<file path="src/sv/srsp_ram.sv">
// ----------------------------------------------------------------------------
// srsp_ram - generic single-port RAM
// A write, a read or both per cycle; read data registered, held while idle.
// ----------------------------------------------------------------------------
module srsp_ram #(
    parameter int WIDTH = 16,
    parameter int DEPTH = 256
) (
    input  logic                     i_clk,
    input  logic                     i_we,
    input  logic                     i_re,
    input  logic [$clog2(DEPTH)-1:0] i_addr,
    input  logic [WIDTH-1:0]         i_wdata,
    output logic [WIDTH-1:0]         o_rdata
);

    logic [WIDTH-1:0] r_mem [DEPTH];

    always_ff @(posedge i_clk) begin
        if (i_we) begin
            r_mem[i_addr] <= i_wdata;
        end
        if (i_re) begin
            o_rdata <= r_mem[i_addr];
        end
    end

endmodule

</file>
<file path="config.mk">
export PLATFORM = sky130hd
export DESIGN_NAME = srsp_ram
export DESIGN_NICKNAME = d
export VERILOG_FILES = /design/src/sv/srsp_ram.sv
export SDC_FILE = /design/constraint.sdc
export NUM_CORES = 2
export LEC_CHECK = 0
export BUFFER_PORTS_ARGS = -buffer_cell sky130_fd_sc_hd__buf_2
export CORE_ASPECT_RATIO = 1.25
export CORE_UTILIZATION = 25
export DETAILED_ROUTE_END_ITERATION = 7
export PLACE_DENSITY = 0.43
export SYNTH_ARGS = -nofsm -noshare
export SYNTH_HDL_FRONTEND = slang
export SYNTH_SLANG_ARGS = --single-unit
export TNS_END_PERCENT = 5
</file>
<file path="constraint.sdc">
create_clock -name i_clk -period 2.8 [get_ports i_clk]
set_input_delay 0.28 -clock i_clk [delete_from_list [all_inputs] [get_ports i_clk]]
set_output_delay 0.28 -clock i_clk [all_outputs]
set_load 0.02 [all_outputs]
</file>
==> run_results.csv <==
group,metric,value,unit
worst_setup_path,crit_buf_inv,1,
synthesis,syn_area,156000,um2
die,row_count,323,
worst_setup_path,cp_top_family,"compound AO/OA/AOI/OAI gates",
synthesis,syn-num-nets,6754,
die,core,619000,um2
global_route,gr-usage-met3,1.78,%
synthesis,netlist_instances,6727,
worst_setup_path,start_kind,"flop",
routing,postRouteAntennaNets,0,
cts,clk_path_buf_depth,4,
power_and_ir_drop,peakVddDrop,0.572,mV
cts,root_buffer,"clkbuf_16",
cells_and_area,layout_commonest_cell,"edfxtp_1",
global_route,globalRouteMet2Util,26.6,%
timing,fin_crit,2.76,ns
cts,cts_tree,"done",
cts,clk_pin_slew,0.06,ns
timing,setup_tns,0,ns
cts,cts.sinks,4112,
routing,drt-initial-drc-count,6474,
worst_setup_path,cp.arrival,3.47,ns
power_and_ir_drop,p_leak,58.8,nW
routing,firstDrtPassIters,5,
placement,gp_congestion,0.772,
global_route,antenna_found_initial,27,
global_route,gr-total-overflow,0,
routing,drcViolationCount,0,
routing,wirelength,475,mm
worst_setup_path,cp_slowest_cell,"o41ai_4",
cts,htreeDepth,5,
cts,cts_buffers,401,
worst_setup_path,cp.required,3.51,ns
placement,pre_cts_slack,-1.29,ns
cts,insertion_delay,0.99,ns
cells_and_area,final_cell_mix,"4112 x edfxtp_1, 1024 x mux4_2, 703 x buf_4, 511 x a22oi_1, 406 x clkbuf_16",
global_route,grt_start_max_net_pins,97,
synthesis,seq_area_frac_synth,79.4,%
worst_setup_path,crit_path_end_kind,"flop",
die,die-area,625000,um2
synthesis,synth_area_per_cell,23.1,um2
die,dieHeight,884,um
die,start_util,25.1,%
timing,rsz0062_at_grt,"false",
global_route,grt.met1_usage,18.9,%
cells_and_area,utilization,30.9,%
timing,period_share,98.6,%
timing,max_freq,0.362,GHz
worst_setup_path,worstSetupPathType,"flop to flop",
timing,setup_viol,0,
global_route,grt_pass1_vias,80256,
global_route,grt_pass1_wl,660,mm
outcome,status,"complete, no violations",
routing,vias,75514,
timing,layout_setup_ws,0.0381,ns
synthesis,synth_warnings,0,
global_route,top_usage_layer,"met2",
run,maxCapViolCount,0,
worst_setup_path,worstPathCellList,"mux4_2, a22oi_1, buf_4, a21oi_1, o41ai_4, nand4_1",
worst_setup_path,critical_path.max_stage_delay,0.88,ns
min_path,hp-class,"input port to flop",
routing,via_per_inst,4.58,
synthesis,ys_ff_latch,4112,
synthesis,synth.distinct_cells,21,
timing,skew,0.0633,ns
worst_setup_path,worstPathMaxFanout,1,
timing,worst_hold_slack,0.150,ns
cells_and_area,fin_nets,7892,
timing,hold_viol,0,
die,die_w,708,um
routing,routedWlPerCell,28.8,um
cells_and_area,drive_gt1_share,35.4,%
placement,port_buffers,42,
placement,place_hpwl,306,mm
placement,placedInstanceArea,178000,um2
timing,maxSlewViolCount,0,
timing,relSlewSlack,23.0,%
timing,worst_pin_slew,1.15,ns
die,io_pins,43,
power_and_ir_drop,p_per_area,677,nW/um2
global_route,gr-usage-all-layers,14.8,%
cells_and_area,syn2layout_area_growth,23.1,%
cells_and_area,fin_area,192000,um2
## layout make-up
cell class                 count  area [um2]
tap                         8287       10400
clock buffer                 464       10400
sequential                  4112      123000
clock inverter               253        2540
inverter                       1        3.75
multi-input combinational   2194       31000
antenna                       15        37.5
timing repair buffer        1155       13700
fill                       59384      428000
## layer usage
layer | share of wire (%) | vias up
met5 | 0.0053 | -
met4 | 2.5 | 4
met3 | 4.2 | 475
met2 | 52 | 1798
met1 | 41 | 41875
li1 | - | 31362
## cells in the mapped netlist
library cell / instances / share of area, %
edfxtp_1: 4112 / 79
mux4_2: 1024 / 15
a22oi_1: 512 / 2.5
a21oi_1: 256 / 0.82
clkbuf_1: 249 / 0.60
nor2_1: 232 / 0.56
buf_2: 76 / 0.24
o41ai_1: 64 / 0.36
buf_1: 54 / 0.13
nor3_1: 30 / 0.097
nand2_1: 28 / 0.068
buf_6: 25 / 0.18
buf_4: 16 / 0.077
nand4_1: 16 / 0.064
nand3_1: 13 / 0.042
nor2b_1: 7 / 0.028
nand2b_1: 6 / 0.024
and2_1: 3 / 0.012
or2_2: 2 / 0.0080
inv_1: 1 / 0.0024
or3_1: 1 / 0.0040
## sequential cells by signal, indices dropped and copies added (netlist names)
name,cells
o_rdata,16
r_mem,4096
## timing repair
item	in CTS	in global routing
endpoints found under the setup margin	8	2
endpoints found under the hold margin	1136	0
hold buffers	17	0
buffers inserted	0	0
gates resized for setup	16	2
pin swaps	2	1
## through the flow
stage               std cells  total power (W)
floorplan                6727           0.0722
global placement        15731           0.0765
detailed placement      15732           0.0766
CTS                     16466            0.131
global route            16467            0.133
finish                  16481            0.130
## worst paths after layout
check                                    from     endpoint  slack, ns  cells past startpoint
worst max-delay path             r_mem[43][6]   o_rdata[6]       0.04                      6
worst min-delay path                i_addr[6]  o_rdata[10]       0.15                      6
worst max register to register   r_mem[43][6]   o_rdata[6]       0.04                      6
worst min register to register  r_mem[214][2]   o_rdata[2]       1.12                      5
## logic make-up (layout without fill, tap and decap cells)
logic type	count (synthesis)	in the layout	synth area share (%)
AO/OA/AOI/OAI	832	832	3.65
buffers and inverters	421	1873	1.24
flip-flops	4112	4112	79.4
multiplexers	1024	1024	14.8
other	0	15	0
AND/OR/NAND/NOR	338	338	0.906
## worst reg2reg max path, stage by stage (launching register included)
cell,delay [ns]
edfxtp_1,0.37
mux4_2,0.47
a22oi_1,0.22
buf_4,0.18
a21oi_1,0.25
o41ai_4,0.89
nand4_1,0.17
## where the power goes
group | leakage, nW | total (W) | switching [W] | internal [W]
Combinational | 15.5 | 0.00716 | 0.00439 | 0.00277
Clock | 6.29 | 0.0544 | 0.0237 | 0.0308
Sequential | 37.0 | 0.0680 | 0.000133 | 0.0679
Total | 58.8 | 0.130 | 0.0282 | 0.101
Power figures use the tool's default switching activity.
